### src/design/tch_pkg.sv
// shared types, constants and the arctangent table for the heading pipeline
package tch_pkg;

  localparam int AtanLen  = 24;  // arctangent table length, also the stage cap
  localparam int ZW       = 20;  // angle width, q16 radians
  localparam int SqW      = 32;  // sum of two squares
  localparam int RootW    = 30;  // square root result, q14
  localparam int RemW     = 34;  // square root partial remainder
  localparam int SqCells  = 30;  // one result bit per cell
  localparam int TW       = 34;  // tilt vectoring datapath
  localparam int RW       = 20;  // unit rotation datapath
  localparam int HW       = 56;  // horizontal field components, q32
  localparam int AW       = 58;  // heading vectoring datapath
  localparam int ProdW    = 49;  // angle times scale factor

  localparam logic signed [ZW-1:0] InvGain = 20'sd39797;
  localparam logic signed [ZW-1:0] HalfPi  = 20'sd102944;
  localparam logic [28:0]          Deg100PerRad = 29'd375493621;
  localparam logic [17:0]          MaxDeg100    = 18'd18000;

  typedef struct packed {
    logic signed [15:0] mx;
    logic signed [15:0] my;
    logic signed [15:0] mz;
    logic               azero;
  } tch_side_t;

  // round(atan(2^-i) * 2^16)
  function automatic logic signed [ZW-1:0] atan_q16(input int i);
    logic signed [ZW-1:0] v;
    case (i)
      0:       v = 20'sd51472;
      1:       v = 20'sd30385;
      2:       v = 20'sd16055;
      3:       v = 20'sd8150;
      4:       v = 20'sd4091;
      5:       v = 20'sd2047;
      6:       v = 20'sd1024;
      7:       v = 20'sd512;
      8:       v = 20'sd256;
      9:       v = 20'sd128;
      10:      v = 20'sd64;
      11:      v = 20'sd32;
      12:      v = 20'sd16;
      13:      v = 20'sd8;
      14:      v = 20'sd4;
      15:      v = 20'sd2;
      16:      v = 20'sd1;
      default: v = 20'sd0;
    endcase
    return v;
  endfunction

endpackage

### src/design/tch_vec_cell.sv
// one vectoring cordic micro-rotation, drives y toward zero
module tch_vec_cell #(
  parameter int W  = 34,
  parameter int SH = 0
) (
  input  logic                          clk,
  input  logic                          en,
  input  logic signed [W-1:0]           x_i,
  input  logic signed [W-1:0]           y_i,
  input  logic signed [tch_pkg::ZW-1:0] z_i,
  output logic signed [W-1:0]           x_o,
  output logic signed [W-1:0]           y_o,
  output logic signed [tch_pkg::ZW-1:0] z_o
);

  logic signed [W-1:0] xs;
  logic signed [W-1:0] ys;

  assign xs = x_i >>> SH;
  assign ys = y_i >>> SH;

  always_ff @(posedge clk) begin
    if (en) begin
      if (y_i < 0) begin
        x_o <= x_i - ys;
        y_o <= y_i + xs;
        z_o <= z_i - tch_pkg::atan_q16(SH);
      end else begin
        x_o <= x_i + ys;
        y_o <= y_i - xs;
        z_o <= z_i + tch_pkg::atan_q16(SH);
      end
    end
  end

endmodule

### config.mk
export PLATFORM = sky130hd
export DESIGN_NAME = tch_vec_cell
export DESIGN_NICKNAME = d
export VERILOG_FILES = /design/src/design/tch_pkg.sv /design/src/design/tch_vec_cell.sv
export SDC_FILE = /design/constraint.sdc
export NUM_CORES = 1
export LEC_CHECK = 0
export CORE_ASPECT_RATIO = 0.75
export CORE_MARGIN = 1.5
export CORE_UTILIZATION = 55
export CTS_CLUSTER_DIAMETER = 50
export CTS_CLUSTER_SIZE = 24
export DETAILED_ROUTE_END_ITERATION = 10
export DONT_BUFFER_PORTS = 1
export PLACE_DENSITY_LB_ADDON = 0.3
export SLEW_MARGIN = 40
export SYNTH_ARGS = -nofsm -noshare
export SYNTH_HDL_FRONTEND = slang
export SYNTH_SLANG_ARGS = --single-unit
### constraint.sdc
create_clock -name clk -period 3 [get_ports clk]
set_input_delay 0.3 -clock clk [delete_from_list [all_inputs] [get_ports clk]]
set_output_delay 0.3 -clock clk [all_outputs]
set_load 0.01 [all_outputs]
==> run summary, run 1 <==
Placer Congestion: 0.999
Nets: 1,315
DR DRC count: 0
CP Class: primary input to flip-flop
Setup violators final: 0
Maxcap violations: 0
Chip width: 153 µm
CTS Buf Count: 9
Status: completed
Main synth FF type: edfxtp_1
Most common cell after layout, fill and taps aside: ha_1
Antenna Nets Post-Route: 0
Setup bufs post-CTS: 0
Critical Path AT: 2.86 ns
DR vias: 8,410
Seq/Total Area, Yosys: 0.280
I/O pins: 178
All-layer global routing usage: 0.308
Starting Density: 0.558
Worst-path maximum fanout: 12
Internal power: 2.98 mW
Worst-Margin Slew: 0.625 ns
Number of synthesized flops with an enable pin: 87
Syn_nets: 1,269
Psw: 1.71 mW
Worst setup SP type: primary input
Max VDD drop: 262 µV
RSZ-0062 raised after global routing: no
Root Buffer: clkbuf_16
First-pass GRT wire length: 42,400 µm
Vias/cell: 6.34
CP endpoint kind: flip-flop
Slew margin rel.: 0.584
Largest net degree at the start of global routing: 88
Yosys warns: 0
ANT cells: 0
Clock Path Buffers: 2
Placement Rows: 41
Final Critical Period: 2.76 ns
Detailed placer's ending HPWL: 21,900 µm
Synthesized instance count: 1,061
Worst Hold Class: primary input to flip-flop
Power per standard cell area: 453 mW/mm²
Worst-path clk slew: 0.07 ns
WL per Instance: 20.9 µm
Fill cells: 1,411
Fmax: 0.362 GHz
Setup TNS: 0 ns
Syn Area/Cell: 8.80 µm²
GR Overflow Total: 0
DRC violation total after the first TritonRoute iteration: 1,087
Hold Vio Cnt, Final: 0
Hold_buf cts: 0
Initial antenna violation count: 0
CORE AREA: 0.0167 mm²
Netlist cell types: 85
Die area: 0.0178 mm²
Layout cell share with drive strength beyond 1: 0.138
Comb pwr share: 0.350
Required time of the critical path: 3.10 ns
Vias in the first global route: 7,694
Async set-reset flop share out of synthesis: 0
Cts repair resizes: 0
Lkg Pwr: 4.48 nW
Tcrit/Tclk final: 0.920
Port bufs: 0
CTS tree: done
Pwr Total: 4.69 mW
Sequential power share: 0.388
Slew Viols, Final: 0
Pre-antenna DRT Iters: 5
Clock power frac: 0.262
P&R area growth vs syn: 10.7%
Most frequent cells in the layout: ha_1 (114), a21oi_1 (111), inv_1 (106)
Final wirelength: 27,700 µm
Seq cells post-synth: 87
Mapped cell area: 0.00934 mm²
H-tree levels: 3
CTS Sinks: 87
Chip height: 116 µm
Sw Ratio: 0.364
-- stage by stage --
stage	worst slack (ns)	hold slack [ns]	util	area, µm²	cells
after global routing	0.165	0.0262	0.618	10300	1327
after global placement	0.0214	0.399	0.599	10000	1311
final	0.241	0.0367	0.618	10300	1327
after detailed placement	-0.0125	0.399	0.599	10000	1311
after CTS	0.355	0.0286	0.618	10300	1327
after floorplan	0.283	0.399	-	9340	1061
-- worst max-delay path, stage by stage --
cell	delay [ns]
inv_1	0.02
ha_1	0.44
nor3_1	0.36
buf_4	0.18
nand2_1	0.05
a21oi_1	0.13
buf_4	0.16
o21ai_2	0.11
a211oi_4	0.33
nor3_2	0.11
o311ai_2	0.33
a31oi_1	0.17
xnor2_1	0.17
-- flip-flops by register name (all words and copies together), names as in the netlist --
register / flops
x_o: 34
y_o: 33
z_o: 20
-- layout make-up --
| cell class | count | area, µm² | share of cell area |
|---|---|---|---|
| timing repair buffer | 81 | 646 | 0.0625 |
| clock inverter | 7 | 86.3 | 0.00835 |
| inverter | 113 | 427 | 0.0413 |
| multi-input combinational | 815 | 6070 | 0.587 |
| clock buffer | 9 | 225 | 0.0218 |
| sequential | 87 | 2610 | 0.253 |
| tap | 215 | 269 | 0.0260 |
-- layer usage --
metal  up-vias  wire length [µm]  global-route usage
li1       3911                 -                   -
met1      3960             12700               0.451
met2       502             11400               0.451
met3        37              3320              0.0812
met4         0               391              0.0718
met5         -                 0                   0
-- cells by family after synthesis --
kind of cell | synth area share
mux | 0.0173
flops | 0.280
buf+inv | 0.0702
fa+ha+maj | 0.161
xor+xnor | 0.0722
compound gates | 0.273
simple gates | 0.126
-- Yosys cell counts, drive strengths merged (14+ instances only) --
| cell | n | share of area |
|---|---|---|
| a21oi | 120 | 0.069 |
| nand2 | 56 | 0.023 |
| nor2b | 18 | 0.012 |
| inv | 110 | 0.044 |
| ha | 114 | 0.15 |
| xnor2 | 64 | 0.060 |
| clkbuf | 17 | 0.0068 |
| o31ai | 14 | 0.013 |
| buf | 29 | 0.018 |
| a31oi | 17 | 0.011 |
| nor3 | 24 | 0.014 |
| nor2 | 66 | 0.027 |
| mux2i | 15 | 0.016 |
| o21bai | 18 | 0.014 |
| a21o | 28 | 0.023 |
| edfxtp | 87 | 0.28 |
| o21ai | 70 | 0.039 |
| o211ai | 19 | 0.018 |
-- final timing paths --
| check | from | endpoint | slack, ns | depth (start not counted) |
|---|---|---|---|---|
| setup / recovery | x_i[8] | x_o[29]$_DFFE_PP_ | 0.24 | 13 |
| hold / removal | z_i[1] | z_o[1]$_DFFE_PP_ | 0.04 | 0 |
-- power groups by stage --
stage	combinational, mW	sequential (mW)	clock, mW
after floorplan	1.14	1.80	0
after global placement	1.57	1.84	0
after detailed placement	1.59	1.85	0
after CTS	1.60	1.82	1.25
after global routing	1.77	1.83	1.28
final	1.64	1.82	1.23
Note: power is estimated with default switching activity, not from simulation.
==> inputs of run 2 (changes only) <==
--- a/config.mk
+++ b/config.mk
@@ -5,9 +5,11 @@
 export SDC_FILE = /design/constraint.sdc
 export NUM_CORES = 1
 export LEC_CHECK = 0
+export CELL_PAD_IN_SITES_DETAIL_PLACEMENT = 2
+export CELL_PAD_IN_SITES_GLOBAL_PLACEMENT = 2
 export CORE_ASPECT_RATIO = 0.75
 export CORE_MARGIN = 1.5
-export CORE_UTILIZATION = 55
+export CORE_UTILIZATION = 40
 export CTS_CLUSTER_DIAMETER = 50
 export CTS_CLUSTER_SIZE = 24
 export DETAILED_ROUTE_END_ITERATION = 10
==> run summary, run 2 (synthesis results as in run 1) <==
Status: completed
Die area: 0.0243 mm²
Power per standard cell area: 458 mW/mm²
Required time of the critical path: 3.19 ns
Slowest stage cell on the critical path: fa_1
Max FFs per register: 34
Final wirelength: 39,200 µm
H-tree levels: 3
Slew margin rel.: 0.476
Sw Ratio: 0.396
First-pass GRT wire length: 59,900 µm
Hold Path Depth: 0
Psw: 1.96 mW
Cells along the critical path: ha_1 -> fa_1 -> nor2b_1 -> o211ai_2 -> a311oi_2 -> o2111ai_1 -> nand3_1 -> a41oi_1 -> buf_4 -> o41ai_2 -> a21boi_1 -> xor2_1
All-layer global routing usage: 0.322
Slew Viols, Final: 0
Crit path depth: 12
Largest registers: x_o x34, y_o x33, z_o x20
Setup bufs post-CTS: 0
WL per Instance: 26.8 µm
CP top delay family: compound AO/OA/AOI/OAI gates
Top reg by flops: x_o
CTS tree: done
Fmax: 0.347 GHz
Root Buffer: clkbuf_16
Setup violators final: 0
CTS Buf Count: 9
Crit path buf inv count: 1
Layout cell share with drive strength beyond 1: 0.177
Hold Vio Cnt, Final: 0
Final Critical Period: 2.88 ns
Vias/cell: 6.14
Tcrit/Tclk final: 0.959
RSZ-0062 raised after global routing: yes
Detailed placer's ending HPWL: 30,300 µm
Hold slack: 0.0162 ns
Nets: 1,366
Area post-placement: 0.0105 mm²
CP max stage delay: 0.43 ns
Comb pwr share: 0.379
CP endpoint kind: flip-flop
Place WS: -0.243 ns
ANT cells: 0
Worst-path maximum fanout: 3
CP Class: primary input to flip-flop
Chip width: 179 µm
Maxcap violations: 0
Sequential power share: 0.372
Initial antenna violation count: 0
Worst Hold Class: primary input to flip-flop
Max VDD drop: 338 µV
Clock Path Buffers: 2
DRC violation total after the first TritonRoute iteration: 656
DR DRC count: 0
Worst-Margin Slew: 0.786 ns
Fin util: 0.470
Largest net degree at the start of global routing: 88
Critical Path AT: 3.06 ns
CORE AREA: 0.0229 mm²
Placer Congestion: 0.873
Lkg Pwr: 4.71 nW
Most frequent cells in the layout: buf_4 (132), ha_1 (114), a21oi_1 (110)
Antenna Nets Post-Route: 0
Vias in the first global route: 9,761
Starting Density: 0.407
P&R area growth vs syn: 15.5%
Fill cells: 2,534
Worst setup SP type: primary input
CTS Sinks: 87
GR Overflow Total: 0
Most common cell after layout, fill and taps aside: buf_4
Pre-antenna DRT Iters: 5
I/O pins: 178
Chip height: 135 µm
Port bufs: 0
DR vias: 8,978
Internal power: 2.98 mW
Clock power frac: 0.250
Placement Rows: 48
Worst Setup Slack, final: 0.122 ns
Design area: 0.0108 mm²
Worst-path clk slew: 0.08 ns
-- run 2: cell count changes in the layout (fill, tap and decap cells not counted), sizes merged --
cell	before	now
bufinv	1	0
buf	81	132
clkinv	3	4
-- run 2: per-layer routing --
layer	up-vias	GRT usage	share of wire
met3	64	0.0823	0.081
met2	399	0.527	0.46
met4	0	0.0898	0.022
li1	4005	-	-
met5	-	0	0
met1	4510	0.421	0.44
-- run 2: path summary, 6_finish.rpt --
check | endpoint | slack (ns) | from
worst min-delay path | z_o[0]$_DFFE_PP_ | 0.02 | z_i[0]
worst max-delay path | y_o[22]$_DFFE_PP_ | 0.12 | x_i[0]
-- run 2: repair_timing --
action                     in CTS  in global routing
setup endpoints to repair       1                  4
resized for setup               1                  2
hold buffers                    0                  0
pin swaps                       0                  0
-- run 2: power groups by stage --
stage / logic, mW / registers [mW] / clock network [mW]
global placement: 1.70 / 1.85 / 0
finish: 1.87 / 1.83 / 1.23
floorplan: 1.14 / 1.80 / 0
global route: 2.00 / 1.84 / 1.30
detailed placement: 1.79 / 1.86 / 0
CTS: 1.84 / 1.84 / 1.24
-- run 2: layout make-up --
class                      instances  area, µm²  share of cell area
clock buffer                       9        225              0.0209
clock inverter                     7       70.1             0.00650
inverter                         113        427              0.0396
multi-input combinational        815       6080               0.564
sequential                        87       2610               0.242
tap                              300        375              0.0348
timing repair buffer             132        991              0.0919
-- run 2: through the flow --
step	std cells	setup TNS, ns	power [mW]
global route	1463	-0.0535	5.14
global placement	1447	-0.286	3.54
detailed placement	1447	-1.58	3.65
finish	1463	0	4.94
CTS	1463	0	4.92
floorplan	1061	0	2.93
