`config.mk`:
```
export PLATFORM = sky130hd
export DESIGN_NAME = tch_rot_cell
export DESIGN_NICKNAME = d
export VERILOG_FILES = /design/src/design/tch_pkg.sv /design/src/design/tch_rot_cell.sv
export SDC_FILE = /design/constraint.sdc
export NUM_CORES = 1
export LEC_CHECK = 0
export ABC_CLOCK_PERIOD_IN_PS = 5300
export BUFFER_PORTS_ARGS = -buffer_cell sky130_fd_sc_hd__buf_2
export CAP_MARGIN = 40
export CORE_ASPECT_RATIO = 0.9
export CORE_MARGIN = 4
export CORE_UTILIZATION = 60
export DETAILED_ROUTE_END_ITERATION = 12
export PLACE_DENSITY = 0.95
export SYNTH_ARGS = -nofsm -noshare
export SYNTH_HDL_FRONTEND = slang
export SYNTH_SLANG_ARGS = --single-unit
```
`constraint.sdc`:
```
create_clock -name clk -period 5.3 [get_ports clk]
set_clock_uncertainty 0.15 [all_clocks]
set_input_delay 0.53 -clock clk [delete_from_list [all_inputs] [get_ports clk]]
set_output_delay 0.53 -clock clk [all_outputs]
set_load 0.01 [all_outputs]
```
`src/design/tch_pkg.sv`:
```
// shared types, constants and the arctangent table for the heading pipeline
package tch_pkg;

  localparam int AtanLen  = 24;  // arctangent table length, also the stage cap
  localparam int ZW       = 20;  // angle width, q16 radians
  localparam int SqW      = 32;  // sum of two squares
  localparam int RootW    = 30;  // square root result, q14
  localparam int RemW     = 34;  // square root partial remainder
  localparam int SqCells  = 30;  // one result bit per cell
  localparam int TW       = 34;  // tilt vectoring datapath
  localparam int RW       = 20;  // unit rotation datapath
  localparam int HW       = 56;  // horizontal field components, q32
  localparam int AW       = 58;  // heading vectoring datapath
  localparam int ProdW    = 49;  // angle times scale factor

  localparam logic signed [ZW-1:0] InvGain = 20'sd39797;
  localparam logic signed [ZW-1:0] HalfPi  = 20'sd102944;
  localparam logic [28:0]          Deg100PerRad = 29'd375493621;
  localparam logic [17:0]          MaxDeg100    = 18'd18000;

  typedef struct packed {
    logic signed [15:0] mx;
    logic signed [15:0] my;
    logic signed [15:0] mz;
    logic               azero;
  } tch_side_t;

  // round(atan(2^-i) * 2^16)
  function automatic logic signed [ZW-1:0] atan_q16(input int i);
    logic signed [ZW-1:0] v;
    case (i)
      0:       v = 20'sd51472;
      1:       v = 20'sd30385;
      2:       v = 20'sd16055;
      3:       v = 20'sd8150;
      4:       v = 20'sd4091;
      5:       v = 20'sd2047;
      6:       v = 20'sd1024;
      7:       v = 20'sd512;
      8:       v = 20'sd256;
      9:       v = 20'sd128;
      10:      v = 20'sd64;
      11:      v = 20'sd32;
      12:      v = 20'sd16;
      13:      v = 20'sd8;
      14:      v = 20'sd4;
      15:      v = 20'sd2;
      16:      v = 20'sd1;
      default: v = 20'sd0;
    endcase
    return v;
  endfunction

endpackage

```
`src/design/tch_rot_cell.sv`:
```
// one rotation cordic micro-rotation, drives z toward zero
module tch_rot_cell #(
  parameter int SH = 0
) (
  input  logic                          clk,
  input  logic                          en,
  input  logic signed [tch_pkg::RW-1:0] x_i,
  input  logic signed [tch_pkg::RW-1:0] y_i,
  input  logic signed [tch_pkg::ZW-1:0] z_i,
  output logic signed [tch_pkg::RW-1:0] x_o,
  output logic signed [tch_pkg::RW-1:0] y_o,
  output logic signed [tch_pkg::ZW-1:0] z_o
);

  logic signed [tch_pkg::RW-1:0] xs;
  logic signed [tch_pkg::RW-1:0] ys;

  assign xs = x_i >>> SH;
  assign ys = y_i >>> SH;

  always_ff @(posedge clk) begin
    if (en) begin
      if (z_i >= 0) begin
        x_o <= x_i - ys;
        y_o <= y_i + xs;
        z_o <= z_i - tch_pkg::atan_q16(SH);
      end else begin
        x_o <= x_i + ys;
        y_o <= y_i - xs;
        z_o <= z_i + tch_pkg::atan_q16(SH);
      end
    end
  end

endmodule

```
==> impl_results.md, run 1 <==
* Grt ovf at 0
* Post-Route WL at around 14 mm
* Max Root-Sink Buffers at 2
* Sequential area share after synthesis at between 30% and 40%
* Multi-input gate area at around 3500 µm²
* Fillers at 670
* Vias in the first global route at 4712
* Max rail drop VDD at 0.1356 mV
* RSZ-0062 raised after global routing: no
* Netlist Area Pre-Place at ~5600 µm²
* Pleak at 2.896 nW
* PD cells at between 200 and 300 nW/µm²
* Synth warn at 0
* Final Hold Violating Endpoints at 0
* Placement Rows at 33
* Die Area at around 11000 µm²
* Register area at ~1800 µm²
* Slew headroom at between 50 and 60%
* Final setup viols at 0
* FMAX at ~250 MHz
* Final Total Pwr at between 1.5 and 2 mW
* Crit path required time at between 5000 and 6000 ps
* CTS Hold Bufs at 0
* Final-report max-slew violation count at 0
* Dpl ws at between 1000 and 1500 ps
* Syn_nets at roughly 750
* Post-CTS resize count at 0
* CTS tree: yes
* Tot GR Track Use at about a quarter
* Finished Cell Area at between 6000 and 7000 µm²
* Clock sinks at just under 60
* CP max FO at 53
* CTS buffer count at 9
* # port buffers at around 120
* DR pass1 iterations at 6
* Fin util at 70.82%
* Max cap viols at 0
* Layout area overhead at 14.91%
* First-pass GRT wire length at 22.96 mm
* EDFF count, synth at 59
* Placed inst area at roughly 6300 µm²
* Nets@finish at 861
* Num ports at 122
* Synth cell types at 72
* Core area at slightly above 9000 µm²
* Setup tns final at 0 ps
* Hpwl dp at 11.37 mm
* Async set-reset flop share out of synthesis at 0%
* GPL Wtd Cong at 0.9460
* Most frequent cells in the layout: 121 x buf_2, 74 x a21oi_1, 73 x ha_1
* Avg Cell Area, Syn at between 9 and 10 µm²
* Post-route minimum period at a little under 4000 ps
* Initial antenna violation count at 0
* DRC at 0
* Crit Path Category: input pin to register
* Diode count at 0
* 1st-iter DRT viols at approximately 500
* Routed wire per std cell at between 15 and 20 µm
* Yosys reg bits at between 50 and 60
* CTS root buf: clkbuf_8
* Endpoint class of the critical path: register
* HP Class: input pin to register
* Worst-margin pin slew at approximately 750 ps
* Final period util at roughly three quarters
* Routed Antenna Nets at 0
* Die span in x at roughly 110 µm
* Vias/cell at 6.051
* Initial cell density of the core at 61.63%
* Layout cell share with drive strength beyond 1 at a little over a fifth
* DR vias at approximately 5000
* Setup bufs post-CTS at 0
* H-tree levels at 3
* Cell count after synthesis at ~610
* Status: complete, no violations
* CP startpoint kind: input pin
* Top_reg_cell synth: edfxtp_1
* Arr. time, crit path at 3880 ps
* Die height at roughly 100 µm
* Commonest non-fill, non-tap cell in the layout: buf_2
* Worst setup margin at approximately 1300 ps
* Clk slew on worst S/H paths at about 70 ps
* Largest net degree at the start of global routing at 60
[area by class of cell]
type                    instances  share of cell area [%]
multi-input cells             463                   53.94
well taps                     122                   2.362
clock inverters                 6                  0.8712
inverters                      66                   3.833
flip-flops and latches         59                   27.42
clock buffers                  10                   1.975
repair buffers                123                   9.603
[layer usage]
layer / track usage, % / wire length (µm)
met3: 4.437 / 1476
met5: 0 / 0
met1: 35.78 / 5820
met4: 6.807 / 215
met2: 42.54 / 6769
[metrics by stage]
step                instances  hold slack, ps
floorplan                 613           478.9
global placement          833           575.1
detailed placement        833           579.8
CTS                       849           235.1
global route              849           240.6
finish                    849           250.8
[where the power goes]
part           internal (mW)  total (mW)  switching (mW)
Combinational          0.250       0.624           0.374
Clock                  0.213       0.386           0.173
Sequential             0.614       0.635          0.0206
Total                   1.08        1.65           0.567
[worst max-delay path: stages]
cell and delay, ps:
buf_2 130, inv_1 80, ha_1 180, nor4b_2 190
nand4_1 150, nor4_2 200, nand2b_2 280, buf_4 480
ha_1 370, a21o_1 220, or2_2 280, a221o_1 270
a31o_2 240, a21oi_1 170, xnor2_1 80
[synth_stat cells, types with 6 or more instances]
cell type | n | area [µm²]
buf_2 | 16 | 80.08
ha_1 | 73 | 913.4
nor2b_1 | 13 | 81.33
nand2b_1 | 7 | 43.79
o211ai_1 | 8 | 60.06
a21oi_1 | 74 | 370.4
nand2_1 | 26 | 97.59
a31oi_1 | 7 | 43.79
o21a_1 | 7 | 52.55
nor3_1 | 8 | 40.04
nor4_1 | 7 | 43.79
inv_1 | 64 | 240.2
xnor2_1 | 45 | 394.1
xor2_1 | 6 | 52.55
nand3_1 | 10 | 50.05
nor2_1 | 39 | 146.4
o21ai_1 | 7 | 35.03
o21bai_1 | 9 | 67.56
a21o_1 | 15 | 112.6
o21ai_0 | 21 | 105.1
edfxtp_1 | 59 | 1772
[sequential cells by signal (all words and copies together), names as in the netlist]
register  count
x_o          20
z_o          20
y_o          19
[cell families after synthesis]
| kind of cell | share of synthesized area, % |
|---|---|
| DFF | 31.50 |
| adders and majority gates | 17.66 |
| AOI/OAI and AO/OA | 23.76 |
| and+or+nand+nor | 11.86 |
| muxes | 0.7119 |
| xor gates and xnor gates | 7.942 |
| buffers and inverters | 6.563 |
[final timing paths]
check / to / depth (start not counted) / slack, ps / from
setup / recovery: z_o[16] / 15 / 1340 / z_i[19]
hold / removal: z_o[3] / 1 / 250 / z_i[3]
No activity file was read; power rests on OpenSTA's default activity.
==> run 2, diff against run 1 <==
ABC_CLOCK_PERIOD_IN_PS = 4050   (was 5300)
CORE_UTILIZATION = 56   (was 60)
PLACE_DENSITY = 0.93   (was 0.95)
clock period = 4.05 ns   (was 5.3 ns; I/O delays follow)
==> run 2 against run 1 <==
Global-route usage decreased by 0.40 points. Count of clock-buffer cells in the layout unchanged. Critical path type unchanged. Critical endpoint is now z_o[18]. Combinational power increased by 33%. Clock power increased by 68%. Utilization decreased by 3.6 points.
==> impl_results.md, run 2 (synthesis gave the netlist of run 1 again) <==
* Most frequent cells in the layout: 121 x buf_2, 74 x a21oi_1, 73 x ha_1 (unchanged)
* Die height at 103.1 µm (was 99.85 µm)
* HP Class: input pin to register (unchanged)
* Inst Count DP at 840 (was 833)
* Final-report max-slew violation count at 0 (unchanged)
* GPL Wtd Cong at 0.9266 (was 0.9460)
* First-pass GRT wire length at 24.23 mm (was 22.96 mm)
* CTS Hold Bufs at 0 (unchanged)
* Clock sinks at 59 (unchanged)
* Final period util at approximately nine tenths
* Diode count at 0 (unchanged)
* Largest net degree at the start of global routing at 41 (was 60)
* Worst-margin pin slew at 647.9 ps (was 747.1 ps)
* Tot GR Track Use at 25.62% (was 26.02%)
* Layout area overhead at 16.42% (was 14.91%)
* Max rail drop VDD at 0.2238 mV (was 0.1356 mV)
* Finished Cell Area at 6548 µm² (was 6462 µm²)
* Num ports at 122 (unchanged)
* Top flop regs: x_o: 20 flops, z_o: 20 flops, y_o: 19 flops (unchanged)
* Post-route minimum period at 3565 ps
* FMAX at about 280 MHz
* CTS tree: yes (unchanged)
* DRC at 0 (unchanged)
* Final setup viols at 0 (unchanged)
* # port buffers at 121 (unchanged)
* Worst path max stage delay at 400 ps (was 480 ps)
* Clk slew on worst S/H paths at 70 ps (about the same)
* Die Area at 11710 µm² (was 10990 µm²)
* Arr. time, crit path at 3500 ps (was 3880 ps)
* Max cap viols at 0 (unchanged)
* Initial cell density of the core at 57.73% (was 61.63%)
* Max Root-Sink Buffers at 2 (unchanged)
* Placement Rows at 34 (was 33)
* Grt ovf at 0 (unchanged)
* Vias in the first global route at 5078 (was 4712)
* Placed inst area at 6306 µm² (was 6279 µm²)
* CTS buffer count at 9 (unchanged)
* 1st-iter DRT viols at 592 (was 486)
* DR pass1 iterations at 5 (was 6)
* Routed wire per std cell at 17.81 µm (was 16.82 µm)
* Routed Antenna Nets at 0 (unchanged)
* Post-CTS resize count at 0 (unchanged)
* Status: complete, no violations (unchanged)
* Commonest non-fill, non-tap cell in the layout: buf_2 (unchanged)
* Layout cell share with drive strength beyond 1 at 22.19% (was 21.73%)
* CP cell instances: buf_2 -> nor4_1 -> nand4_1 -> nor4_2 -> nand2b_2 -> ha_1 -> nor2b_1 -> o21ai_0 -> a21oi_1 -> a221o_1 -> a31oi_1 -> o21ai_0 -> xnor2_1 (was buf_2 -> inv_1 -> ha_1 -> nor4b_2 -> nand4_1 -> nor4_2 -> nand2b_2 -> buf_4 -> ha_1 -> a21o_1 -> or2_2 -> a221o_1 -> a31o_2 -> a21oi_1 -> xnor2_1)
* Nets@finish at 864 (was 861)
* Hold WS at 134.8 ps (was 250.8 ps)
* CP max FO at 11 (was 53)
* Cell mode on critical path: o21ai_0 (was ha_1)
* Core area at 9742 µm² (was 9125 µm²)
* Crit path required time at 3980 ps (was 5220 ps)
* DR vias at 5262 (was 5137)
* RSZ-0062 raised after global routing: no (unchanged)
* Post-Route WL at 15.25 mm (was 14.28 mm)
* Slew headroom at 56.81% (was 50.19%)
* Die span in x at 113.6 µm (was 110.1 µm)
* Final Hold Violating Endpoints at 0 (unchanged)
* Pleak at 2.930 nW (was 2.896 nW)
* PD cells at 353.5 nW/µm² (was 254.6 nW/µm²)
* H-tree levels at 3 (unchanged)
* Fillers at 745 (was 670)
* Vias/cell at 6.147 (was 6.051)
* Endpoint class of the critical path: register (unchanged)
* Crit Path Category: input pin to register (unchanged)
* Worst path slowest cell: nor4_1 (was buf_4)
* CTS root buf: clkbuf_8 (unchanged)
* Hpwl dp at 12.10 mm (was 11.37 mm)
* CP startpoint kind: input pin (unchanged)
* Final Total Pwr at 2.314 mW (was 1.645 mW)
* Fin cells at 856 (was 849)
* Setup tns final at 0 ps (unchanged)
* Initial antenna violation count at 0 (unchanged)
* Setup bufs post-CTS at 0 (unchanged)
run 2: cell types whose count changed in the layout (fill, tap and decap cells not counted), sizes merged:
cell      previous run  this run
clkinv               5         2
buf                123       126
bufinv               1         3
clkinvlp             1         2
run 2: worst paths after layout:
check	from	endpoint	slack, ps	cells past startpoint
setup / recovery	z_i[15]	z_o[18]	490	13
hold / removal	z_i[3]	z_o[3]	130	1
run 2: metal layers:
metal	global-route usage (%)	wire [µm]
met5	0	0
met4	11.09	571
met3	4.460	1539
met2	43.05	6991
met1	32.75	6146
run 2: layout make-up:
| type | count | area [µm²] | area share (%) |
|---|---|---|---|
| clock buffer | 10 | 127.6 | 1.949 |
| clock inverter | 6 | 113.9 | 1.739 |
| inverter | 66 | 247.7 | 3.784 |
| multi-input combinational | 463 | 3486 | 53.24 |
| sequential | 59 | 1772 | 27.06 |
| tap | 126 | 157.7 | 2.408 |
| timing repair buffer | 126 | 643.1 | 9.822 |
run 2: where the power goes:
part / switching (mW) / internal [mW] / total (mW)
registers: 0.0305 / 0.804 / 0.835
logic: 0.502 / 0.330 / 0.832
clock network: 0.238 / 0.410 / 0.648
run 2: critical path: cells and delay by family:
kind            cells  cell delay [ps]
compound gates      5             1240
xor+xnor            1              150
fa+ha+maj           1              320
buf+inv             1              110
simple gates        5             1260
run 2: metrics by stage:
step | util, % | worst slack (ps)
6_report | 67.21 | 485.2
3_5_place_dp | 64.73 | 224.4
5_1_grt | 67.21 | 257.5
2_1_floorplan | - | 440.2
3_3_place_gp | 64.73 | 425.1
4_1_cts | 67.21 | 556.9
==> run 3, diff against run 2 <==
CORE_UTILIZATION = 25   (was 56)
PLACE_DENSITY = 0.54   (was 0.93)
==> run 3 against run 2 <==
Cell area is 4.1% higher. Sequential share of layout area fell by 1.1 points. Sequential power fell by 1%. Utilization down 36 points. Setup slack gained 65 ps. Largest cell class unchanged. Hold slack better by 0.64 ps. Critical path type unchanged. Critical endpoint is now z_o[19]. Flip-flop and latch count stayed put. Global-route usage shrank 13 points. Critical path depth is 3 higher.
==> impl_results.md, run 3 (synthesis gave the netlist of run 1 again) <==
* Worst path slowest cell: o21ai_0 (was nor4_1)
* Vias in the first global route at 4753 (was 5078)
* Worst-margin pin slew at 648.2 ps (was 647.9 ps)
* Status: complete, no violations (unchanged)
* Vias/cell at 4.797 (was 6.147)
* Layout area overhead at 21.16% (was 16.42%)
* H-tree levels at 3 (unchanged)
* HP Start: z_i[2] (was z_i[3])
* Final period util at 86.42% (was 88.02%)
* Placement Rows at 51 (was 34)
* DR pass1 iterations at 5 (unchanged)
* Die span in x at 166.1 µm (was 113.6 µm)
* Routed wire per std cell at 15.92 µm (was 17.81 µm)
* # port buffers at 121 (unchanged)
* Num ports at 122 (unchanged)
* CP max FO at 12 (was 11)
* CTS root buf: clkbuf_16 (was clkbuf_8)
* Hold path depth at 1 (unchanged)
* Core area at 21890 µm² (was 9742 µm²)
* Die height at 150.3 µm (was 103.1 µm)
* Top delay family on crit path: compound AO/OA/AOI/OAI gates (was simple AND/OR/NAND/NOR gates)
* First-pass GRT wire length at 25.92 mm (was 24.23 mm)
* HP Class: input pin to register (unchanged)
* Max rail drop VDD at 0.2166 mV (was 0.2238 mV)
* Arr. time, crit path at 3410 ps (was 3500 ps)
* Commonest non-fill, non-tap cell in the layout: buf_2 (unchanged)
* Nets@finish at 863 (was 864)
* Final setup viols at 0 (unchanged)
* Post-CTS resize count at 0 (unchanged)
* 1st-iter DRT viols at 290 (was 592)
* Initial antenna violation count at 3 (was 0)
* CP cell instances: buf_2 -> inv_1 -> ha_1 -> nor4b_2 -> nand4_1 -> nor4_2 -> nand2b_2 -> inv_2 -> ha_1 -> o21ai_0 -> a21oi_1 -> nand3_1 -> o21ai_0 -> a221oi_1 -> o21bai_1 -> xor2_1 (was buf_2 -> nor4_1 -> nand4_1 -> nor4_2 -> nand2b_2 -> ha_1 -> nor2b_1 -> o21ai_0 -> a21oi_1 -> a221o_1 -> a31oi_1 -> o21ai_0 -> xnor2_1)
* Crit Path Category: input pin to register (unchanged)
* FMAX at 285.7 MHz (was 280.5 MHz)
* WHS Endpoint: z_o[2] (was z_o[3])
* Post-Route WL at 16.24 mm (was 15.25 mm)
* Clk slew on worst S/H paths at 50 ps (was 70 ps)
* Worst path max stage delay at 380 ps (was 400 ps)
* Worst Path Buf+Inv at 3 (was 1)
* CTS tree: yes (unchanged)
* Hpwl dp at 13.26 mm (was 12.10 mm)
* Grt ovf at 0 (unchanged)
* Setup bufs post-CTS at 0 (unchanged)
* DR vias at 4893 (was 5262)
* Pleak at 2.963 nW (was 2.930 nW)
* Top flop regs: x_o: 20 flops, z_o: 20 flops, y_o: 19 flops (unchanged)
* GPL Wtd Cong at 0.9081 (was 0.9266)
* CTS Hold Bufs at 0 (unchanged)
* Die Area at 24960 µm² (was 11710 µm²)
* CTS buffer count at 9 (unchanged)
* DRC at 0 (unchanged)
* Final-report max-slew violation count at 0 (unchanged)
* Most frequent cells in the layout: 121 x buf_2, 74 x a21oi_1, 73 x ha_1 (unchanged)
* PD cells at 358.2 nW/µm² (was 353.5 nW/µm²)
* CP startpoint kind: input pin (unchanged)
* Initial cell density of the core at 25.70% (was 57.73%)
* Placed inst area at 6505 µm² (was 6306 µm²)
* Max Root-Sink Buffers at 2 (unchanged)
* Tot GR Track Use at 12.89% (was 25.62%)
* Routed Antenna Nets at 0 (unchanged)
* Final Hold Violating Endpoints at 0 (unchanged)
* Largest net degree at the start of global routing at 50 (was 41)
* Crit. Startpoint: z_i[19] (was z_i[15])
* Final Total Pwr at 2.441 mW (was 2.314 mW)
* Fin cells at 1020 (was 856)
* Post-route minimum period at 3500 ps (was 3565 ps)
* Inst Count DP at 1004 (was 840)
* Setup tns final at 0 ps (unchanged)
* RSZ-0062 raised after global routing: no (unchanged)
* Endpoint class of the critical path: register (unchanged)
* Slew headroom at 56.78% (was 56.81%)
* Finished Cell Area at 6814 µm² (was 6548 µm²)
* Clock sinks at 59 (unchanged)
* Crit path required time at 3960 ps (was 3980 ps)
* Layout cell share with drive strength beyond 1 at 21.84% (was 22.19%)
* Max cap viols at 0 (unchanged)
==> run 3: cell types whose count changed in the layout (fill, tap and decap cells not counted) <==
cell        delta
clkbuf_16      +9
diode_2        +1
bufinv_16      -1
clkinv_2       +1
clkbuf_8       -9
buf_4          -1
clkinv_1       +2
clkbuf_1       -1
clkinvlp_4     -2
==> run 3: worst max path at each step <==
stage | slack, ps | cells after the start | endpoint
floorplan | 440 | 17 | z_o[18]
global placement | 330 | 13 | z_o[18]
detailed placement | 240 | 15 | z_o[18]
CTS | 570 | 15 | z_o[18]
global route | 210 | 16 | z_o[19]
finish | 550 | 16 | z_o[19]
==> run 3: final cells by class <==
cell class | instances | area, µm²
Tap cell | 291 | 364.1
Clock buffer | 9 | 225.2
Antenna cell | 1 | 2.502
Clock inverter | 6 | 81.33
Sequential cell | 59 | 1772
Inverter | 66 | 247.7
Multi-Input combinational cell | 463 | 3486
Fill cell | 2278 | 15070
Timing Repair Buffer | 125 | 635.6
==> run 3: through the flow <==
step | utilization, % | setup slack [ps] | hold slack (ps)
floorplan | - | 440.2 | 353.9
global placement | 29.72 | 327.8 | 460.9
detailed placement | 29.72 | 242.0 | 463.3
CTS | 31.12 | 574.4 | 119.8
global route | 31.13 | 208.9 | 118.6
finish | 31.13 | 550.1 | 135.5
==> run 3: report_power, final <==
group	total [mW]	internal [mW]	switching [mW]	leakage (nW)
registers	0.826	0.804	0.0220	0.577
logic	0.834	0.330	0.504	2.24
clock network	0.781	0.529	0.251	0.150
total	2.44	1.66	0.777	2.96
==> run 3: metal layers <==
metal / global-route usage (%) / wire length, µm / up-vias
met2: 18.73 / 6664 / 178
li1: - / - / 2431
met4: 3.753 / 314 / 4
met1: 18.56 / 7947 / 2255
met3: 3.702 / 1298 / 25
met5: 0 / 14 / -
