## src/design/tch_pkg.sv

```systemverilog
// shared types, constants and the arctangent table for the heading pipeline
package tch_pkg;

  localparam int AtanLen  = 24;  // arctangent table length, also the stage cap
  localparam int ZW       = 20;  // angle width, q16 radians
  localparam int SqW      = 32;  // sum of two squares
  localparam int RootW    = 30;  // square root result, q14
  localparam int RemW     = 34;  // square root partial remainder
  localparam int SqCells  = 30;  // one result bit per cell
  localparam int TW       = 34;  // tilt vectoring datapath
  localparam int RW       = 20;  // unit rotation datapath
  localparam int HW       = 56;  // horizontal field components, q32
  localparam int AW       = 58;  // heading vectoring datapath
  localparam int ProdW    = 49;  // angle times scale factor

  localparam logic signed [ZW-1:0] InvGain = 20'sd39797;
  localparam logic signed [ZW-1:0] HalfPi  = 20'sd102944;
  localparam logic [28:0]          Deg100PerRad = 29'd375493621;
  localparam logic [17:0]          MaxDeg100    = 18'd18000;

  typedef struct packed {
    logic signed [15:0] mx;
    logic signed [15:0] my;
    logic signed [15:0] mz;
    logic               azero;
  } tch_side_t;

  // round(atan(2^-i) * 2^16)
  function automatic logic signed [ZW-1:0] atan_q16(input int i);
    logic signed [ZW-1:0] v;
    case (i)
      0:       v = 20'sd51472;
      1:       v = 20'sd30385;
      2:       v = 20'sd16055;
      3:       v = 20'sd8150;
      4:       v = 20'sd4091;
      5:       v = 20'sd2047;
      6:       v = 20'sd1024;
      7:       v = 20'sd512;
      8:       v = 20'sd256;
      9:       v = 20'sd128;
      10:      v = 20'sd64;
      11:      v = 20'sd32;
      12:      v = 20'sd16;
      13:      v = 20'sd8;
      14:      v = 20'sd4;
      15:      v = 20'sd2;
      16:      v = 20'sd1;
      default: v = 20'sd0;
    endcase
    return v;
  endfunction

endpackage

```

## src/design/tch_sqrt_cell.sv

```systemverilog
// one bit of a restoring square root, two radicand bits consumed per cell
module tch_sqrt_cell (
  input  logic                           clk,
  input  logic                           en,
  input  logic [tch_pkg::SqW-1:0]        rad_i,
  input  logic [tch_pkg::RemW-1:0]       rem_i,
  input  logic [tch_pkg::RootW-1:0]      root_i,
  output logic [tch_pkg::SqW-1:0]        rad_o,
  output logic [tch_pkg::RemW-1:0]       rem_o,
  output logic [tch_pkg::RootW-1:0]      root_o
);

  logic [tch_pkg::RemW-1:0] trial;
  logic [tch_pkg::RemW-1:0] test;

  assign trial = {rem_i[tch_pkg::RemW-3:0], rad_i[tch_pkg::SqW-1 -: 2]};
  assign test  = {2'b00, root_i, 2'b01};

  always_ff @(posedge clk) begin
    if (en) begin
      rad_o <= {rad_i[tch_pkg::SqW-3:0], 2'b00};
      if (trial >= test) begin
        rem_o  <= trial - test;
        root_o <= {root_i[tch_pkg::RootW-2:0], 1'b1};
      end else begin
        rem_o  <= trial;
        root_o <= {root_i[tch_pkg::RootW-2:0], 1'b0};
      end
    end
  end

endmodule

```

## config.mk

```make
export PLATFORM = sky130hd
export DESIGN_NAME = tch_sqrt_cell
export DESIGN_NICKNAME = d
export VERILOG_FILES = /design/src/design/tch_pkg.sv /design/src/design/tch_sqrt_cell.sv
export SDC_FILE = /design/constraint.sdc
export NUM_CORES = 1
export LEC_CHECK = 0
export BUFFER_PORTS_ARGS = -buffer_cell sky130_fd_sc_hd__buf_4
export CORE_MARGIN = 3
export CORE_UTILIZATION = 53
export DETAILED_ROUTE_END_ITERATION = 8
export PLACE_DENSITY_LB_ADDON = 0.3
export SETUP_SLACK_MARGIN = 0.02
export SYNTH_ARGS = -nofsm -noshare
export SYNTH_HDL_FRONTEND = slang
export SYNTH_SLANG_ARGS = --single-unit
```

## constraint.sdc

```tcl
create_clock -name clk -period 5.7 [get_ports clk]
set_clock_uncertainty 0.05 [all_clocks]
set_input_delay 0.285 -clock clk [delete_from_list [all_inputs] [get_ports clk]]
set_output_delay 0.285 -clock clk [all_outputs]
set_load 0.1 [all_outputs]
```

==> summary.md, run 1 <==
| Metric | Value |
|---|---|
| Status | complete, no violations |
| Hold Vio Cnt, Final | 0 |
| CTS clk-pin slew, worst paths | 0.10 ns |
| Area fraction in and, or, nand and nor cells after synthesis | 9.40% |
| Post-synth ARST share | 0% |
| CTS Sinks | 94 |
| WP data arrival | 3.44 ns |
| Top cells by area, synth | edfxtp_1 56%, ha_1 8.0%, nand2_1 3.3%, o21ai_0 3.2%, inv_1 3.1% |
| Yosys top cell area share | 56.1% |
| Power density cells | 348 nW/µm² |
| Slew Viols, Final | 0 |
| Num CTS Buffers | 9 |
| Multi-input combinational cell area | 1990 µm² |
| DRT iter0 DRCs | 212 |
| Compound-Gate Fraction of Synth Area | 16.0% |
| Leak | 2.96 nW |
| Post-synth EDFFs | 94 |
| Xor/xnor share of the synthesized area | 5.22% |
| Resized Gates After CTS | 0 |
| Cell taking the most area after synthesis | edfxtp_1 |
| Crit Path Category | in2reg |
| GR Overflow Total | 0 |
| Adder-Cell Fraction of Synth Area | 7.96% |
| Fillers | 609 |
| Vias in the first global route | 4009 |
| Worst hold-check path type | in2reg |
| Mux cell area share after synthesis | 0.845% |
| Sequential cell area | 2820 µm² |
| Max VDD drop | 190 µV |
| Hold Path Stages | 1 |
| Syn. warnings | 0 |
| Most common cell in the netlist | edfxtp_1 |
| Number of port buffers | 189 |
| Critical-path maximum fanout | 33 |
| #FFs+latches synth | 94 |
| Post-Syn Instances | 431 |
| Root Driver | clkbuf_8 |
| Routed Antenna Nets | 0 |
| Startpoint types | input pin |
| Maxcap violations | 0 |
| NumNets Final | 753 |
| Slew @ Worst Pin | 0.702 ns |
| First-pass GRT wire length | 18900 µm |
| Setup TNS | 0 ns |
| GPL Wtd Cong | 0.869 |
| Unrepaired setup endpoints after global routing | no |
| Min Hold Slack | 0.0420 ns |
| Fmax | 0.295 GHz |
| Synthesized area | 5030 µm² |
| Io pins | 194 |
| Initial Util | 56.1% |
| Slew HR | 53.1% |
| Vias | 4026 |
| Synth top cells by count | 94 x edfxtp_1, 44 x nand2_1, 41 x inv_1, 32 x ha_1, 32 x o21ai_0 |
| Row count | 34 |
| CTS tree | done |
| Largest family of logic cells by synthesized area | compound AO/OA/AOI/OAI gates |
| Initial antenna violation count | 0 |
| DRC | 0 |
| Die Ht | 103 µm |
| Total track usage | 22.5% |
| Pin count of the biggest net entering global routing | 51 |
| DP HPWL | 9290 µm |
| Layout cells sized above 1 | 35.7% |
| WL final | 12300 µm |
| Vias/cell | 5.35 |
| Cell variety after synth | 58 |
| CTS H-tree lvls | 3 |
| Drt pass-1 iters | 4 |
| WHS Endpoint | rad_o[3] |
| Post-synth top flop | edfxtp_1 |
| Seq/Total Area, Yosys | 56.1% |
| Routed len/inst | 16.4 µm |
| CTS Hold Buffers Added | 0 |
| Die W | 103 µm |
| Final min period | 3.39 ns |
| Worst Path Required | 5.75 ns |
| Bufs on Longest Clock Path | 2 |
| Die area | 10700 µm² |
| Mapped Avg Cell Area | 11.7 µm² |
| CP endpoint kind | register |
| Hold Crit Start | rad_i[1] |
| Final setup vio count | 0 |
| Placeable Area | 8980 µm² |
| Tcrit/Tclk final | 59.5% |
| Area Growth Syn to Fin | 34.6% |
| Postcts setup bufs | 0 |
| Antenna Cells | 0 |
[metal layers]
metal | GRT usage, % | share of wire, %
met1 | 26.1 | 39
met2 | 40.4 | 51
met3 | 6.04 | 8.3
met4 | 7.07 | 1.5
met5 | 0 | 0
[worst max-delay path by stage]
stage	endpoint	startpoint	cells past startpoint	slack [ns]
floorplan	rem_o[10]	root_i[10]	11	3.05
global placement	rem_o[33]	rem_i[1]	12	1.98
detailed placement	rem_o[33]	rem_i[1]	12	1.90
CTS	rem_o[33]	rem_i[1]	12	2.27
global route	rem_o[33]	root_i[1]	13	2.09
finish	rem_o[33]	rem_i[1]	12	2.31
[kinds of logic after synthesis]
group / count (synthesis)
AOI/OAI and AO/OA: 117
and+or+nand+nor: 101
DFF: 94
buffers and inverters: 52
adders and majority gates: 32
xor gates and xnor gates: 30
muxes: 4
other: 1
[cell type report]
type | count | area share, %
inverter | 41 | 2.27
timing repair buffer | 191 | 21.2
clock inverter | 6 | 1.37
multi-input combinational | 286 | 29.4
clock buffer | 9 | 1.83
tap | 126 | 2.33
sequential | 94 | 41.7
[worst max-delay path, stage by stage]
cell	delay [ns]
buf_4	0.12
ha_1	0.37
o21ai_0	0.21
a21oi_1	0.10
o311ai_1	0.45
nand2_2	0.19
o21ai_2	0.26
o221ai_2	0.16
a21oi_4	0.60
buf_4	0.44
a2111oi_4	0.10
xor2_1	0.16
[state kept, by name, indices dropped and copies added (netlist names)]
name,cells
rad_o,30
rem_o,34
root_o,30
[report_power, final]
group          leakage, nW  switching [W]  internal [W]
clock network        0.102       0.000247      0.000248
logic                 1.94       0.000751      0.000236
registers            0.920      0.0000212      0.000854
total                 2.96        0.00102       0.00134
[stage by stage]
stage	instances	instance area [µm²]	worst slack [ns]	power, W	utilization [%]
floorplan	432	5040	3.05	0.00164	-
global placement	738	6560	1.98	0.00186	73.1
detailed placement	738	6560	1.90	0.00187	73.1
CTS	753	6770	2.27	0.00236	75.5
global route	753	6770	2.09	0.00244	75.5
finish	753	6770	2.31	0.00236	75.5
[cells in the final DEF, fill, tap and decap left out, drive strengths merged, types with 2 or more instances in the layout]
master / instances
or3: 2
a211oi: 2
a21o: 11
a21boi: 2
o21ai: 38
xnor2: 16
mux2i: 2
or2: 2
a31oi: 2
a221oi: 2
inv: 43
mux2: 2
clkbuf: 9
o31ai: 6
buf: 191
o21bai: 7
bufinv: 2
o21a: 3
o211ai: 2
nor2: 19
nand4: 5
nand3: 9
a211o: 2
a21oi: 32
ha: 32
edfxtp: 94
nand2: 45
nor3: 5
and2: 2
conb: 2
xor2: 14
and3: 2
clkinvlp: 2
nand2b: 4
o221ai: 2
Power figures use the tool's default switching activity.
==> run 2: changes to the inputs <==
CORE_UTILIZATION = 45   (was 53)
clock period = 3.1 ns   (was 5.7 ns; I/O delays follow)
==> run 2 against run 1 <==
Net effect:
- worst hold slack worse by 0.021 ns
- setup slack got worse by 2.1 ns
- wire length grew 5.6%
- sequential share of layout area decreased by 4.1 points
- sequential cell count stayed put
- utilization down 4.6 points
- largest cell class unchanged
==> summary.md, run 2 (synthesis results as in run 1) <==
| Metric | Value |
|---|---|
| Root Driver | clkbuf_8 |
| Leak | 3.28 nW (+11%) |
| Io pins | 194 (unchanged) |
| Clock power frac | 20.5% (-0.5 points) |
| Fmax | 0.340 GHz |
| Total track usage | 20.5% (-2.0 points) |
| CTS tree | done |
| Slew Viols, Final | 0 (unchanged) |
| Max reg flops | 34 (unchanged) |
| Commonest cells after routing, fill and taps aside | 197 x buf_4, 94 x edfxtp_1, 60 x dlygate4sd3_1, 44 x nand2_1, 41 x inv_1 |
| Power density cells | 587 nW/µm² (+69%) |
| Unrepaired setup endpoints after global routing | no |
| Slew @ Worst Pin | 0.541 ns (-0.162 ns) |
| Largest regs | rem_o: 34 flops, rad_o: 30 flops, root_o: 30 flops |
| Hold Crit Start | rem_i[21] |
| Die area | 12500 µm² (+17%) |
| Worst Path Required | 3.17 ns (-2.58 ns) |
| Slowest CP cell | dlygate4sd3_1 |
| DP HPWL | 9250 µm (-0.43%) |
| Min Hold Slack | 0.0212 ns (-0.0207 ns) |
| CTS clk-pin slew, worst paths | 0.10 ns (about the same) |
| Final setup vio count | 0 (unchanged) |
| Number of port buffers | 189 (unchanged) |
| Status | complete, no violations |
| CP Launch Point | root_i[12] |
| Initial Util | 47.5% (-8.6 points) |
| Fillers | 734 (+21%) |
| GPL Wtd Cong | 0.814 (-6.3%) |
| Worst hold-check path type | in2reg |
| Non-Filler Instances | 832 (+10%) |
| Final min period | 2.94 ns |
| Sw frac | 42.7% (-0.53 points) |
| CTS H-tree lvls | 3 (unchanged) |
| Vias in the first global route | 4308 (+7.5%) |
| CP cell instances | dlygate4sd3_1 -> buf_4 -> inv_1 -> ha_1 -> nand4_1 -> nor3_4 -> nor2_1 -> a22oi_1 -> o21ai_2 -> o221ai_2 -> a21oi_4 -> inv_1 -> mux2_2 |
| Initial antenna violation count | 0 (unchanged) |
| Max VDD drop | 424 µV (+120%) |
| Sequential power share | 36.6% (-0.5 points) |
| CP delay by family, top | buffers and inverters |
| DRT iter0 DRCs | 224 (+5.7%) |
| Most Frequent Cell on Critical Path | inv_1 |
| Row count | 37 (+8.8%) |
| Post-placement cell count | 754 (+2.2%) |
| Die W | 112 µm (+8.0%) |
| Layout cells sized above 1 | 33.9% (-1.8 points) |
| Largest Register | rem_o |
| WP data arrival | 3.00 ns (-0.44 ns) |
| Num CTS Buffers | 9 (unchanged) |
| Critical Path Max Stage Delay | 0.52 ns (-0.08 ns) |
| CTS Sinks | 94 (unchanged) |
| Bufs on Longest Clock Path | 2 (unchanged) |
| Placeable Area | 10600 µm² (+18%) |
| Die Ht | 112 µm (+8.0%) |
| GR Overflow Total | 0 (unchanged) |
| First-pass GRT wire length | 20800 µm (+9.9%) |
| Internal Pwr Total | 0.00252 W (+89%) |
| Startpoint types | input pin |
| Most common cell after layout, fill and taps aside | buf_4 |
| Routed len/inst | 15.6 µm (-4.4%) |
| Setup TNS | 0 ns (unchanged) |
| Vias/cell | 5.06 (-5.4%) |
| Vias | 4206 (+4.5%) |
| Pin count of the biggest net entering global routing | 57 (+12%) |
| Slew HR | 63.9% (+11 points) |
| CP endpoint kind | register |
| Crit Path Category | in2reg |
| Critical path buffer and inverter count | 4 (+2) |
| Maxcap violations | 0 (unchanged) |
| Area Growth Syn to Fin | 49.2% |
| Combinational share of power | 42.9% (+1.0 points) |
| PnR worst setup slack | 0.163 ns (-2.15 ns) |
| Antenna Cells | 0 (unchanged) |
| Switch Pwr | 0.00188 W (+85%) |
| WL final | 13000 µm (+5.6%) |
| Drt pass-1 iters | 5 (+1) |
| Critical-path maximum fanout | 8 (-76%) |
| DRC | 0 (unchanged) |
| Hold Vio Cnt, Final | 0 (unchanged) |
| Routed Antenna Nets | 0 (unchanged) |
| Setup Slack @ Placement | 0.109 ns (-1.79 ns) |
| Tcrit/Tclk final | 94.8% |
| NumNets Final | 821 (+9.0%) |
==> run 2: per-stage QoR <==
stage                     util [%]  power, W  area, µm²
final                         70.8   0.00441       7510
after global routing          70.8   0.00457       7510
after detailed placement      62.5   0.00345       6630
after floorplan                  -   0.00302       5040
after CTS                     70.2   0.00442       7450
after global placement        62.5   0.00343       6630
==> run 2: what timing repair did <==
item,in CTS,in global routing
endpoints found under the setup margin,0,28
resized for setup,0,9
buffers inserted,0,2
endpoints found under the hold margin,60,0
hold buffers,60,0
==> run 2: final timing paths <==
path / cells past startpoint / end / slack [ns]
worst max-delay path: 13 / rem_o[10] / 0.16
worst min-delay path: 3 / rem_o[23] / 0.02
==> run 2: final cells by class <==
cell class                 count  area [µm²]  share of cell area [%]
clock inverter                 7        93.8                    1.25
tap                          136         170                    2.27
timing repair buffer         259        2110                    28.1
sequential                    94        2820                    37.6
inverter                      41         154                    2.05
multi-input combinational    286        2030                    27.1
clock buffer                   9         124                    1.65
==> run 2: routing by layer <==
metal	global-route usage (%)	wire [µm]
met1	24.6	5330
met4	7.46	219
met3	5.11	974
met5	0	0
met2	35.7	6490
==> run 2: power by group through the flow <==
| stage | Sequential, W | Clock, W | Combinational, W |
|---|---|---|---|
| after floorplan | 0.00263 | 0 | 0.000390 |
| after global placement | 0.00164 | 0 | 0.00179 |
| after detailed placement | 0.00164 | 0 | 0.00181 |
| after CTS | 0.00161 | 0.000931 | 0.00188 |
| after global routing | 0.00163 | 0.000971 | 0.00198 |
| final | 0.00161 | 0.000903 | 0.00189 |
==> run 3: changes to the inputs <==
CELL_PAD_IN_SITES_DETAIL_PLACEMENT = 1   (was not set)
CELL_PAD_IN_SITES_GLOBAL_PLACEMENT = 1   (was not set)
CORE_UTILIZATION = 34   (was 45)
==> run 3 against run 2 <==
Net effect:
- worst hold slack improved by 0.016 ns
- sequential power about the same
- sequential cell count unchanged
- total power increased by 7.6%
- utilization decreased by 17 points
- global-route usage decreased by 0.63 points
- critical path type unchanged
==> summary.md, run 3 (synthesis results as in run 1) <==
| Metric | Value |
|---|---|
| Hold Crit Start | rem_i[10] |
| Initial Util | 35.4% (-12 points) |
| DP HPWL | 11200 µm (+21%) |
| Sw frac | 42.5% (-0.19 points) |
| Largest regs | rem_o: 34 flops, rad_o: 30 flops, root_o: 30 flops |
| Critical-path maximum fanout | 36 (+28) |
| Startpoint types | input pin |
| DRC | 0 (unchanged) |
| Critical Path Sink | rem_o[33] |
| Hold Vio Cnt, Final | 0 (unchanged) |
| Non-Filler Instances | 879 (+5.6%) |
| CP Launch Point | root_i[15] |
| Fmax | 0.339 GHz (-0.51%) |
| Worst hold-check path type | in2reg |
| Power density cells | 615 nW/µm² (+4.8%) |
| Row count | 43 (+16%) |
| CTS H-tree lvls | 3 (unchanged) |
| Antenna Cells | 0 (unchanged) |
| Drt pass-1 iters | 4 (-1) |
| CTS Sinks | 94 (unchanged) |
| Largest Register | rem_o |
| Final min period | 2.95 ns (+0.0149 ns) |
| Final setup vio count | 0 (unchanged) |
| Root Driver | clkbuf_16 |
| Pin count of the biggest net entering global routing | 66 (+16%) |
| Vias in the first global route | 4756 (+10%) |
| Num CTS Buffers | 9 (unchanged) |
| Clock power frac | 25.1% (+4.6 points) |
| DRT iter0 DRCs | 196 (-13%) |
| Worst Path Required | 3.14 ns (-0.03 ns) |
| Placeable Area | 14200 µm² (+34%) |
| Setup Slack @ Placement | -0.0168 ns (-0.126 ns) |
| Sequential power share | 34.2% (-2.4 points) |
| Max reg flops | 34 (unchanged) |
| Unrepaired setup endpoints after global routing | no |
| Layout cells sized above 1 | 35.6% (+1.7 points) |
| Initial antenna violation count | 0 (unchanged) |
| Die Ht | 128 µm (+14%) |
| Hold Path Stages | 3 (unchanged) |
| GPL Wtd Cong | 0.808 (-0.76%) |
| Most common cell after layout, fill and taps aside | buf_4 |
| Total track usage | 19.9% (-0.63 points) |
| Vias/cell | 4.94 (-2.2%) |
| Number of port buffers | 189 (unchanged) |
| First-pass GRT wire length | 25400 µm (+22%) |
| Tcrit/Tclk final | 95.2% (+0.48 points) |
| Leak | 3.33 nW (+1.5%) |
| Maxcap violations | 0 (unchanged) |
| Switch Pwr | 0.00202 W (+7.2%) |
| Post-placement cell count | 802 (+6.4%) |
| WP data arrival | 2.99 ns (about the same) |
| Critical Path Max Stage Delay | 0.53 ns (about the same) |
| Slowest CP cell | dlygate4sd3_1 |
| Routed len/inst | 18.3 µm (+17%) |
| Io pins | 194 (unchanged) |
| Routed Antenna Nets | 0 (unchanged) |
| Vias | 4346 (+3.3%) |
| Die area | 16300 µm² (+31%) |
| Slew Viols, Final | 0 (unchanged) |
| CP cell instances | dlygate4sd3_1 -> buf_4 -> inv_1 -> ha_2 -> nand4_1 -> nor3_2 -> nor2_1 -> a22oi_1 -> o21ai_2 -> o221ai_2 -> a21oi_4 -> buf_12 -> a2111oi_4 -> xor2_1 |
| PnR worst setup slack | 0.148 ns (-0.0149 ns) |
| CTS clk-pin slew, worst paths | 0.08 ns (-0.02 ns) |
| Area Growth Syn to Fin | 53.3% |
| Internal Pwr Total | 0.00273 W (+8.0%) |
| Min Hold Slack | 0.0373 ns (+0.0161 ns) |
| NumNets Final | 824 (+0.37%) |
| Commonest cells after routing, fill and taps aside | 201 x buf_4, 94 x edfxtp_1, 59 x dlygate4sd3_1, 44 x nand2_1, 41 x inv_1 |
| Fillers | 1516 (+110%) |
| Die W | 128 µm (+14%) |
| Crit Path Category | in2reg |
| CP endpoint kind | register |
| CTS tree | done |
| Final core occ | 54.3% (-17 points) |
| GR Overflow Total | 0 (unchanged) |
| Status | complete, no violations |
| Bufs on Longest Clock Path | 2 (unchanged) |
| WL final | 16100 µm (+24%) |
| Combinational share of power | 40.7% (-2.2 points) |
| Max VDD drop | 309 µV (-27%) |
==> run 3: changes by cell type in the layout (fill, tap and decap cells not counted), sizes merged <==
cell / delta
inv: +2
bufinv: -1
clkinvlp: -1
dlygate4sd3: -1
buf: +4
==> run 3: layer usage <==
layer	global-route usage [%]	part of all wire, %
met1	24.1	41
met3	4.38	7.0
met2	35.4	50
met5	0	0
met4	6.12	1.4
==> run 3: final cells by class <==
cell class	instances	area (µm²)	share of cell area, %
Inverter	41	154	2.00
Timing Repair Buffer	262	2140	27.7
Sequential cell	94	2820	36.6
Clock buffer	9	225	2.92
Clock inverter	7	87.6	1.14
Multi-Input combinational cell	286	2060	26.7
Tap cell	180	225	2.92
==> run 3: critical path, delay by kind of cell <==
kind	cells	cell delay, ns
AND/OR/NAND/NOR	3	0.51
AO/OA/AOI/OAI	5	0.98
buffers and inverters	4	0.88
XOR/XNOR	1	0.10
adder cells (fa/ha/maj)	1	0.37
==> run 3: repair_timing <==
action | in CTS | in global routing
hold buffers | 59 | 0
gates resized for setup | 0 | 16
endpoints found under the setup margin | 0 | 22
setup buffers | 0 | 2
endpoints found under the hold margin | 59 | 0
==> run 3: how the worst min path moves through the flow <==
stage                      endpoint  slack, ns
after detailed placement   rad_o[7]       0.28
after CTS                 rem_o[12]       0.03
after global routing      rem_o[12]       0.04
final                     rem_o[12]       0.04
after floorplan           rad_o[10]       0.20
after global placement    rad_o[14]       0.28
==> run 3: power groups by stage <==
stage               clock network [W]  logic [W]  registers [W]
floorplan                           0   0.000390        0.00263
global placement                    0    0.00181        0.00164
detailed placement                  0    0.00184        0.00165
CTS                           0.00121    0.00191        0.00162
global route                  0.00128    0.00202        0.00164
finish                        0.00119    0.00193        0.00162
==> run 3: per-stage QoR <==
step / instance area (µm²) / total power (W) / setup TNS [ns]
6_report: 7710 / 0.00474 / 0
3_5_place_dp: 6730 / 0.00349 / -0.0175
2_1_floorplan: 5040 / 0.00302 / 0
4_1_cts: 7630 / 0.00474 / 0
3_3_place_gp: 6730 / 0.00345 / 0
5_1_grt: 7710 / 0.00494 / 0
